[config.mk]
export PLATFORM = sky130hd
export DESIGN_NAME = pitch_class_key_finder
export DESIGN_NICKNAME = d
export VERILOG_FILES = /design/src/hdl/pckf_pkg.sv /design/src/hdl/pckf_ctrl.sv /design/src/hdl/pckf_datapath.sv /design/src/hdl/pitch_class_key_finder.sv
export VERILOG_INCLUDE_DIRS = /design/src /design/src/hdl
export SDC_FILE = /design/constraint.sdc
export NUM_CORES = 2
export LEC_CHECK = 0
export ABC_AREA = 0
export BUFFER_PORTS_ARGS = -buffer_cell sky130_fd_sc_hd__buf_2
export CORE_UTILIZATION = 47
export DETAILED_ROUTE_END_ITERATION = 10
export HOLD_SLACK_MARGIN = 0.08
export PLACE_DENSITY = 0.6
export SYNTH_ARGS = -nofsm -noshare
export SYNTH_HDL_FRONTEND = slang
export SYNTH_SLANG_ARGS = --single-unit
[constraint.sdc]
create_clock -name clk -period 14.2 [get_ports clk]
set_input_delay 0.71 -clock clk [delete_from_list [all_inputs] [get_ports clk]]
set_output_delay 0.71 -clock clk [all_outputs]
set_load 0.005 [all_outputs]
[src/hdl/pitch_class_key_finder_assert.svh]
// assertion macros shared by the key finder modules
`ifndef PITCH_CLASS_KEY_FINDER_ASSERT_SVH
`define PITCH_CLASS_KEY_FINDER_ASSERT_SVH

// same-cycle implication, checked outside reset
`define PCKF_ASSERT_NOW(lbl, clk, rst_n, ante, cons) \
  lbl: assert property (@(posedge clk) disable iff (!rst_n) (ante) |-> (cons)) \
    else $error("key finder check failed");

// next-cycle implication, checked outside reset
`define PCKF_ASSERT_NEXT(lbl, clk, rst_n, ante, cons) \
  lbl: assert property (@(posedge clk) disable iff (!rst_n) (ante) |=> (cons)) \
    else $error("key finder check failed");

`endif

[src/hdl/pckf_pkg.sv]
// shared constants, command and status types and the key profile table
package pckf_pkg;

  localparam int PITCH_CLASSES   = 12;
  localparam int KEY_COUNT       = 24;
  localparam int COUNT_BITS_DEF  = 16;
  localparam int COEF_BITS_DEF   = 16;
  localparam int NOTE_W          = 16;
  localparam int KEY_W           = 5;
  localparam int BIN_W           = 4;
  localparam int PROFILE_W       = 10;

  localparam logic REQ_NOTE  = 1'b0;
  localparam logic REQ_CLEAR = 1'b1;

  typedef struct packed {
    logic             clear;
    logic             capture;
    logic             bin_calc;
    logic             update;
    logic             scan_start;
    logic             issue;
    logic             issue_first;
    logic             issue_last;
    logic [KEY_W-1:0] key;
    logic [BIN_W-1:0] bin;
    logic             load_out;
  } pckf_cmd_t;

  typedef struct packed {
    logic scan_done;
    logic best_positive;
  } pckf_status_t;

  // centered, normalized major and minor profiles for tonic c, 8 fraction bits
  function automatic logic signed [PROFILE_W-1:0] profile_word(input logic [KEY_W-1:0] idx);
    logic signed [PROFILE_W-1:0] w;
    unique case (idx)
      5'd0:    w = 10'sd168;
      5'd1:    w = -10'sd73;
      5'd2:    w = 10'sd0;
      5'd3:    w = -10'sd67;
      5'd4:    w = 10'sd53;
      5'd5:    w = 10'sd36;
      5'd6:    w = -10'sd56;
      5'd7:    w = 10'sd100;
      5'd8:    w = -10'sd64;
      5'd9:    w = 10'sd10;
      5'd10:   w = -10'sd70;
      5'd11:   w = -10'sd35;
      5'd12:   w = 10'sd168;
      5'd13:   w = -10'sd66;
      5'd14:   w = -10'sd12;
      5'd15:   w = 10'sd107;
      5'd16:   w = -10'sd71;
      5'd17:   w = -10'sd11;
      5'd18:   w = -10'sd75;
      5'd19:   w = 10'sd67;
      5'd20:   w = 10'sd17;
      5'd21:   w = -10'sd65;
      5'd22:   w = -10'sd24;
      5'd23:   w = -10'sd34;
      default: w = 10'sd0;
    endcase
    return w;
  endfunction

endpackage

[src/hdl/pckf_ctrl.sv]
// sequencer: accepts transactions, steps through keys and bins, hands off results
module pckf_ctrl (
  input  logic                clk,
  input  logic                rst_n,
  input  logic                in_valid,
  input  logic                in_req_type,
  output logic                in_stall,
  output logic                out_valid,
  input  logic                out_stall,
  output pckf_pkg::pckf_cmd_t cmd,
  input  pckf_pkg::pckf_status_t status
);
  import pckf_pkg::*;
  `include "pitch_class_key_finder_assert.svh"

  typedef enum logic [5:0] {
    ST_IDLE   = 6'b000001,
    ST_BIN    = 6'b000010,
    ST_UPDATE = 6'b000100,
    ST_SCAN   = 6'b001000,
    ST_DRAIN  = 6'b010000,
    ST_RESULT = 6'b100000
  } pckf_state_t;

  pckf_state_t      state_r, state_nxt;
  logic [KEY_W-1:0] key_r, key_nxt;
  logic [BIN_W-1:0] bin_r, bin_nxt;
  logic             out_valid_r, out_valid_nxt;
  logic             last_bin, last_key, out_free;

  assign in_stall  = (state_r != ST_IDLE);
  assign out_valid = out_valid_r;
  assign last_bin  = (bin_r == BIN_W'(PITCH_CLASSES - 1));
  assign last_key  = (key_r == KEY_W'(KEY_COUNT - 1));
  assign out_free  = !out_valid_r || !out_stall;

  always_comb begin
    state_nxt     = state_r;
    key_nxt       = key_r;
    bin_nxt       = bin_r;
    out_valid_nxt = out_valid_r && out_stall;
    cmd           = '0;
    cmd.key       = key_r;
    cmd.bin       = bin_r;
    unique case (state_r)
      ST_IDLE: begin
        if (in_valid) begin
          if (in_req_type == REQ_CLEAR) begin
            cmd.clear = 1'b1;
          end else begin
            cmd.capture = 1'b1;
            state_nxt   = ST_BIN;
          end
        end
      end
      ST_BIN: begin
        cmd.bin_calc = 1'b1;
        state_nxt    = ST_UPDATE;
      end
      ST_UPDATE: begin
        cmd.update     = 1'b1;
        cmd.scan_start = 1'b1;
        key_nxt        = '0;
        bin_nxt        = '0;
        state_nxt      = ST_SCAN;
      end
      ST_SCAN: begin
        cmd.issue       = 1'b1;
        cmd.issue_first = (bin_r == '0);
        cmd.issue_last  = last_bin;
        if (last_bin) begin
          bin_nxt = '0;
          key_nxt = key_r + KEY_W'(1);
          if (last_key) begin
            state_nxt = ST_DRAIN;
          end
        end else begin
          bin_nxt = bin_r + BIN_W'(1);
        end
      end
      ST_DRAIN: begin
        if (status.scan_done) begin
          state_nxt = ST_RESULT;
        end
      end
      ST_RESULT: begin
        if (out_free) begin
          cmd.load_out  = 1'b1;
          out_valid_nxt = 1'b1;
          state_nxt     = ST_IDLE;
        end
      end
      default: state_nxt = ST_IDLE;
    endcase
  end

  always_ff @(posedge clk) begin
    if (!rst_n) begin
      state_r     <= ST_IDLE;
      key_r       <= '0;
      bin_r       <= '0;
      out_valid_r <= 1'b0;
    end else begin
      state_r     <= state_nxt;
      key_r       <= key_nxt;
      bin_r       <= bin_nxt;
      out_valid_r <= out_valid_nxt;
    end
  end

  `PCKF_ASSERT_NOW(a_done_in_drain, clk, rst_n, status.scan_done, state_r == ST_DRAIN)
  `PCKF_ASSERT_NEXT(a_last_issue_drains, clk, rst_n, cmd.issue && cmd.issue_last && last_key, state_r == ST_DRAIN)
  `PCKF_ASSERT_NEXT(a_result_shown, clk, rst_n, cmd.load_out, out_valid_r && state_r == ST_IDLE)

endmodule

[src/hdl/pckf_datapath.sv]
// histogram, pipelined multiply-accumulate over key profiles and best-key tracking
module pckf_datapath #(
  parameter int COUNT_BITS = pckf_pkg::COUNT_BITS_DEF,
  parameter int COEF_BITS  = pckf_pkg::COEF_BITS_DEF
) (
  input  logic                              clk,
  input  logic                              rst_n,
  input  pckf_pkg::pckf_cmd_t               cmd,
  output pckf_pkg::pckf_status_t            status,
  input  logic signed [pckf_pkg::NOTE_W-1:0] note_number,
  output logic [pckf_pkg::KEY_W-1:0]        key_index
);
  import pckf_pkg::*;
  `include "pitch_class_key_finder_assert.svh"

  localparam int TOT_W   = COUNT_BITS + 4;
  localparam int CEN_W   = COUNT_BITS + 5;
  localparam int PROD_W  = CEN_W + COEF_BITS;
  localparam int ACC_W   = PROD_W + 4;
  localparam int X_W     = NOTE_W - 2;
  localparam int RECIP_W = 16;
  localparam int RECIP_SHIFT = 17;
  localparam int QP_W    = X_W + RECIP_W;
  localparam logic [RECIP_W-1:0] RECIP3 = 16'hAAAB;

  logic [COUNT_BITS-1:0] hist_r [PITCH_CLASSES];
  logic [TOT_W-1:0]      total_r;
  logic [NOTE_W-1:0]     mag_r;
  logic [BIN_W-1:0]      bin_r;

  // magnitude mod 12 = 4 * ((mag / 4) mod 3) + mag mod 4
  logic [X_W-1:0]  x_div4;
  logic [QP_W-1:0] qprod;
  logic [X_W-1:0]  q3, r3;
  assign x_div4 = mag_r[NOTE_W-1:2];
  assign qprod  = QP_W'(x_div4) * QP_W'(RECIP3);
  assign q3     = X_W'({qprod[QP_W-1:RECIP_SHIFT], 1'b0}) + X_W'(qprod[QP_W-1:RECIP_SHIFT]);
  assign r3     = x_div4 - q3;

  logic [BIN_W-1:0]      rd_bin;
  logic [COUNT_BITS-1:0] h_rd;
  assign rd_bin = cmd.issue ? cmd.bin : bin_r;
  assign h_rd   = hist_r[rd_bin];

  always_ff @(posedge clk) begin
    if (!rst_n || cmd.clear) begin
      for (int i = 0; i < PITCH_CLASSES; i++) begin
        hist_r[i] <= '0;
      end
      total_r <= '0;
    end else if (cmd.update && (h_rd != '1)) begin
      hist_r[bin_r] <= h_rd + COUNT_BITS'(1);
      total_r       <= total_r + TOT_W'(1);
    end
  end

  always_ff @(posedge clk) begin
    if (cmd.capture) begin
      mag_r <= note_number[NOTE_W-1] ? NOTE_W'(~note_number + 1'b1) : NOTE_W'(note_number);
    end
    if (cmd.bin_calc) begin
      bin_r <= {r3[1:0], mag_r[1:0]};
    end
  end

  // stage a: centered count and profile word
  logic                    mode;
  logic [BIN_W-1:0]        tonic, pos;
  logic [KEY_W-1:0]        pos_full, rom_idx;
  logic [TOT_W-1:0]        h12;
  logic signed [CEN_W-1:0] centered_nxt;

  assign mode     = (cmd.key >= KEY_W'(PITCH_CLASSES));
  assign tonic    = mode ? BIN_W'(cmd.key - KEY_W'(PITCH_CLASSES)) : cmd.key[BIN_W-1:0];
  assign pos_full = KEY_W'(cmd.bin) + KEY_W'(PITCH_CLASSES) - KEY_W'(tonic);
  assign pos      = (pos_full >= KEY_W'(PITCH_CLASSES)) ?
                    BIN_W'(pos_full - KEY_W'(PITCH_CLASSES)) : pos_full[BIN_W-1:0];
  assign rom_idx  = mode ? KEY_W'(PITCH_CLASSES) + KEY_W'(pos) : KEY_W'(pos);
  assign h12      = TOT_W'({h_rd, 3'b000}) + TOT_W'({h_rd, 2'b00});
  assign centered_nxt = $signed({1'b0, h12}) - $signed({1'b0, total_r});

  logic                        a_valid_r, b_valid_r;
  logic                        a_first_r, a_last_r, b_first_r, b_last_r;
  logic [KEY_W-1:0]            a_key_r, b_key_r;
  logic signed [CEN_W-1:0]     centered_r;
  logic signed [COEF_BITS-1:0] coef_r;
  logic signed [PROD_W-1:0]    prod_r;
  logic signed [ACC_W-1:0]     acc_r, best_r, sum;
  logic [KEY_W-1:0]            best_key_r, out_key_r;

  always_ff @(posedge clk) begin
    if (!rst_n) begin
      a_valid_r <= 1'b0;
      b_valid_r <= 1'b0;
    end else begin
      a_valid_r <= cmd.issue;
      b_valid_r <= a_valid_r;
    end
  end

  always_ff @(posedge clk) begin
    a_first_r  <= cmd.issue_first;
    a_last_r   <= cmd.issue_last;
    a_key_r    <= cmd.key;
    centered_r <= centered_nxt;
    coef_r     <= COEF_BITS'(profile_word(rom_idx));
    b_first_r  <= a_first_r;
    b_last_r   <= a_last_r;
    b_key_r    <= a_key_r;
    prod_r     <= centered_r * coef_r;
  end

  // stage c: accumulate one key's score, compare at its last bin
  assign sum = b_first_r ? ACC_W'(prod_r) : acc_r + ACC_W'(prod_r);

  always_ff @(posedge clk) begin
    if (b_valid_r) begin
      acc_r <= sum;
    end
    if (cmd.scan_start) begin
      best_r     <= '0;
      best_key_r <= '0;
    end else if (b_valid_r && b_last_r && (sum > best_r)) begin
      best_r     <= sum;
      best_key_r <= b_key_r;
    end
    if (cmd.load_out) begin
      out_key_r <= best_key_r;
    end
  end

  assign status.scan_done     = b_valid_r && b_last_r && (b_key_r == KEY_W'(KEY_COUNT - 1));
  assign status.best_positive = (best_r > '0);
  assign key_index            = out_key_r;

  `PCKF_ASSERT_NOW(a_bin_in_range, clk, rst_n, cmd.update, bin_r < BIN_W'(PITCH_CLASSES))
  `PCKF_ASSERT_NEXT(a_clear_empties, clk, rst_n, cmd.clear, total_r == '0)
  `PCKF_ASSERT_NOW(a_best_key_range, clk, rst_n, cmd.load_out, best_key_r < KEY_W'(KEY_COUNT) && (status.best_positive || best_key_r == '0))

endmodule

[src/hdl/pitch_class_key_finder.sv]
// Pitch-class key finder: each note transaction bumps a saturating 12-bin pitch-class
// histogram and triggers a full rescan of the 24 major/minor profiles on one shared
// multiply-accumulate pipeline, one bin per cycle; a note passes through accept, bin,
// update, 288 multiply-accumulate steps, drain and result. A clear transaction is taken
// in the idle state and returns nothing. The result is held in an output register, so
// the next transaction is taken while it waits.
module pitch_class_key_finder #(
  parameter int COUNT_BITS = pckf_pkg::COUNT_BITS_DEF,
  parameter int COEF_BITS  = pckf_pkg::COEF_BITS_DEF
) (
  input  logic                               clk,
  input  logic                               rst_n,
  input  logic                               in_valid,
  output logic                               in_stall,
  input  logic                               in_req_type,
  input  logic signed [pckf_pkg::NOTE_W-1:0] in_note_number,
  output logic                               out_valid,
  input  logic                               out_stall,
  output logic [pckf_pkg::KEY_W-1:0]         out_key_index
);
  import pckf_pkg::*;

  pckf_cmd_t    cmd;
  pckf_status_t status;

  pckf_ctrl u_ctrl (
    .clk         (clk),
    .rst_n       (rst_n),
    .in_valid    (in_valid),
    .in_req_type (in_req_type),
    .in_stall    (in_stall),
    .out_valid   (out_valid),
    .out_stall   (out_stall),
    .cmd         (cmd),
    .status      (status)
  );

  pckf_datapath #(
    .COUNT_BITS (COUNT_BITS),
    .COEF_BITS  (COEF_BITS)
  ) u_datapath (
    .clk         (clk),
    .rst_n       (rst_n),
    .cmd         (cmd),
    .status      (status),
    .note_number (in_note_number),
    .key_index   (out_key_index)
  );

endmodule

==> flow_summary_export.csv <==
group,metric,value,unit
layout,drive_gt1_share,7.078,%
synth,synth_area_leaders,"edfxtp_1 28%, fa_1 14%, ha_1 9.4%",
floorplan,boundaryPins,28,
layout,areaGrowthSynthToFinish,8.522,%
cts,cts.path.max_buffers,3,
setup_path,worstSetupPathType,"register to register",
synth,yosysTopAreaCellShare,28.33,%
outcome,outcome,"completed",
placed_design,place_inst,4270,
setup_path,crit_fanout,63,
setup_path,cp_cell_sequence,"nor2b_1 > nand3_2 > buf_4 > nand2_4 > buf_4 > mux2i_1 > o22ai_1 > or4_1 > fa_1 > ha_1 > a31oi_1 > nor2b_1 > o21a_1 > o21ai_0 > a21oi_1 > o41ai_1 > o21ai_0 > o41ai_1 > o21ai_0 > o21ai_0 > o31a_1",
cts,clk_pin_slew_worst_paths,0.06,ns
setup_path,cpMostUsedCell,"o21ai_0",
timing,relSlewSlack,18.69,%
synth,ys.flop_type,"edfxtp_1",
drt,met1Wirelength,35160,um
floorplan,die_h,271.5,um
setup_path,critPathArrivalTime,8.04,ns
floorplan,die-area,73710,um2
layout,fillerInstances,6416,
drt,drt_wl_total,83280,um
timing,rsz0062_at_grt,"false",
setup_path,required,14.71,ns
floorplan,core-area,71730,um2
setup_path,worstSetupStartpointType,"register",
synth,netlist_area,34140,um2
global_routing,antenna_found_initial,1,
timing,final-setup-viol-count,0,
cts,post_cts_resize_count,0,
global_routing,track_usage,22.81,%
placed_design,port_buffers,27,
synth,synthCells,3405,
setup_path,path_buf_inv,2,
synth,synth_warnings,0,
timing,period_needed,7.531,ns
synth,synth_common_cells,"442 x inv_1, 326 x nor2_1, 322 x edfxtp_1, 288 x nand2_1, 257 x ha_1",
drt,detail_route.wl_per_cell,19.06,um
worst_hold_path,hp-class,"register to register",
timing,tightest_slew,1.218,ns
floorplan,initial_core_util,47.59,%
timing,final_hold_viol_count,0,
cts,clkSinkCount,481,
cts,insertion_delay,0.67,ns
drt,top_layer,"met5",
setup_path,endpoint_kind,"register",
cts,cts_htree_levels,2,
setup_path,cp_slowest_stage_delay,0.93,ns
global_routing,grt_overflow_total,0,
cts,cts_buffers,54,
layout,diodes,0,
floorplan,die_w,271.5,um
placed_design,gp_congestion,0.8742,
synth,synth_async_sr_flop_share,0,%
drt,avgViaCountPerCell,5.551,
synth,ys_seq_area_share,37.65,%
job,maxCapViolCount,0,
drt,route.met2.wl,41370,um
synth,synth-edff-count,322,
synth,syn_avg_cell_area,10.03,um2
global_routing,grt_pass1_wl,133900,um
layout,nets,3893,
cts,tritoncts,"yes",
drt,dr_total_vias,24251,
drt,dr.pass1.iters,5,
timing,setup_tns,0,ns
global_routing,grt_max_degree,71,
global_routing,grt_pass1_vias,24884,
placed_design,place_hpwl,60900,um
setup_path,cp_top_family,"compound AO/OA/AOI/OAI gates",
drt,dr_wl_met3,3858,um
cts,hold_buffers,0,
timing,fmax,132.8,MHz
timing,fin_skew,0.1080,ns
drt,drtIter0Drc,1627,
setup_path,critPathSlowestCell,"or4_1",
drt,post-route-drc-count,0,
synth,ys_seq_elements,481,
setup_path,r2r_slack,6.67,ns
timing,maxSlewViolCount,0,
floorplan,rows,98,
cts,cts_root_buf,"clkbuf_16",
cts,postCtsSetupRepairBufs,0,
drt,antenna_left,0,
layout,stdcell_count,4369,
synth,syn_nets,3922,
timing,period_share,53.04,%
synth,yosysUniqueCellTypes,88,
synth,synth_most_common_cell,"inv_1",
synth,synth_top_area_cell,"edfxtp_1",
## registers in the layout, indices dropped and copies added (netlist names), 9 cells and up
signal	cells
u_datapath.prod_r	31
u_datapath.best_r	41
u_datapath.coef_r	9
u_datapath.hist_r	256
u_datapath.acc_r	41
u_datapath.centered_r	21
u_datapath.total_r	20
u_datapath.mag_r	16
## cell families after synthesis
family,after synthesis,share of synthesized area (%)
AND/OR/NAND/NOR,1020,14.64
buffers and inverters,596,6.913
AO/OA/AOI/OAI,566,10.41
adder cells (fa/ha/maj),496,23.44
flip-flops,481,37.65
XOR/XNOR,137,3.537
multiplexers,109,3.416
## layout by cell type, fill, tap and decap left out, types with 36 or more instances in the layout
| cell type | instances |
|---|---|
| a21oi_1 | 161 |
| dfxtp_1 | 157 |
| ha_1 | 257 |
| nor2b_1 | 36 |
| o21ai_0 | 151 |
| nor2_1 | 325 |
| edfxtp_1 | 322 |
| fa_1 | 239 |
| inv_1 | 442 |
| clkbuf_16 | 55 |
| nand2_1 | 288 |
| and2_1 | 83 |
| mux2i_1 | 94 |
| xnor2_1 | 96 |
| nand3_1 | 79 |
| buf_4 | 38 |
| a21o_1 | 53 |
## metrics by stage
step	cell area, um2	worst slack [ns]	utilization [%]	hold slack, ns
floorplan	34140	8.404	-	0.3096
global placement	35190	7.039	49.06	0.3122
detailed placement	35190	6.837	49.06	0.3128
CTS	37050	6.755	51.64	0.3100
global route	37050	6.198	51.64	0.3242
finish	37050	6.669	51.64	0.3108
## layout make-up
| class | count | area, um2 | area share (%) |
|---|---|---|---|
| Inverter | 446 | 1674 | 4.519 |
| Tap cell | 950 | 1189 | 3.209 |
| Multi-Input combinational cell | 2328 | 19050 | 51.43 |
| Timing Repair Buffer | 65 | 420.4 | 1.135 |
| Clock inverter | 31 | 390.4 | 1.054 |
| Sequential cell | 481 | 12850 | 34.70 |
| Clock buffer | 68 | 1465 | 3.955 |
## final timing paths
| check | cells past startpoint | to | from |
|---|---|---|---|
| min reg2reg | 0 | u_datapath.b_last_r | u_datapath.a_last_r |
| min | 0 | u_datapath.b_last_r | u_datapath.a_last_r |
| max reg2reg | 21 | u_datapath.centered_r[18] | u_ctrl.state_r[3] |
| max | 21 | u_datapath.centered_r[18] | u_ctrl.state_r[3] |
## metal layers
layer / GRT usage [%] / vias to the layer above
met5: 0 / -
met4: 8.146 / 2
met3: 2.875 / 147
met2: 39.86 / 591
met1: 28.92 / 12059
li1: - / 11452
Power is not shown: default switching activity piles up to over one toggle a cycle in this logic, so the estimate is an artifact.
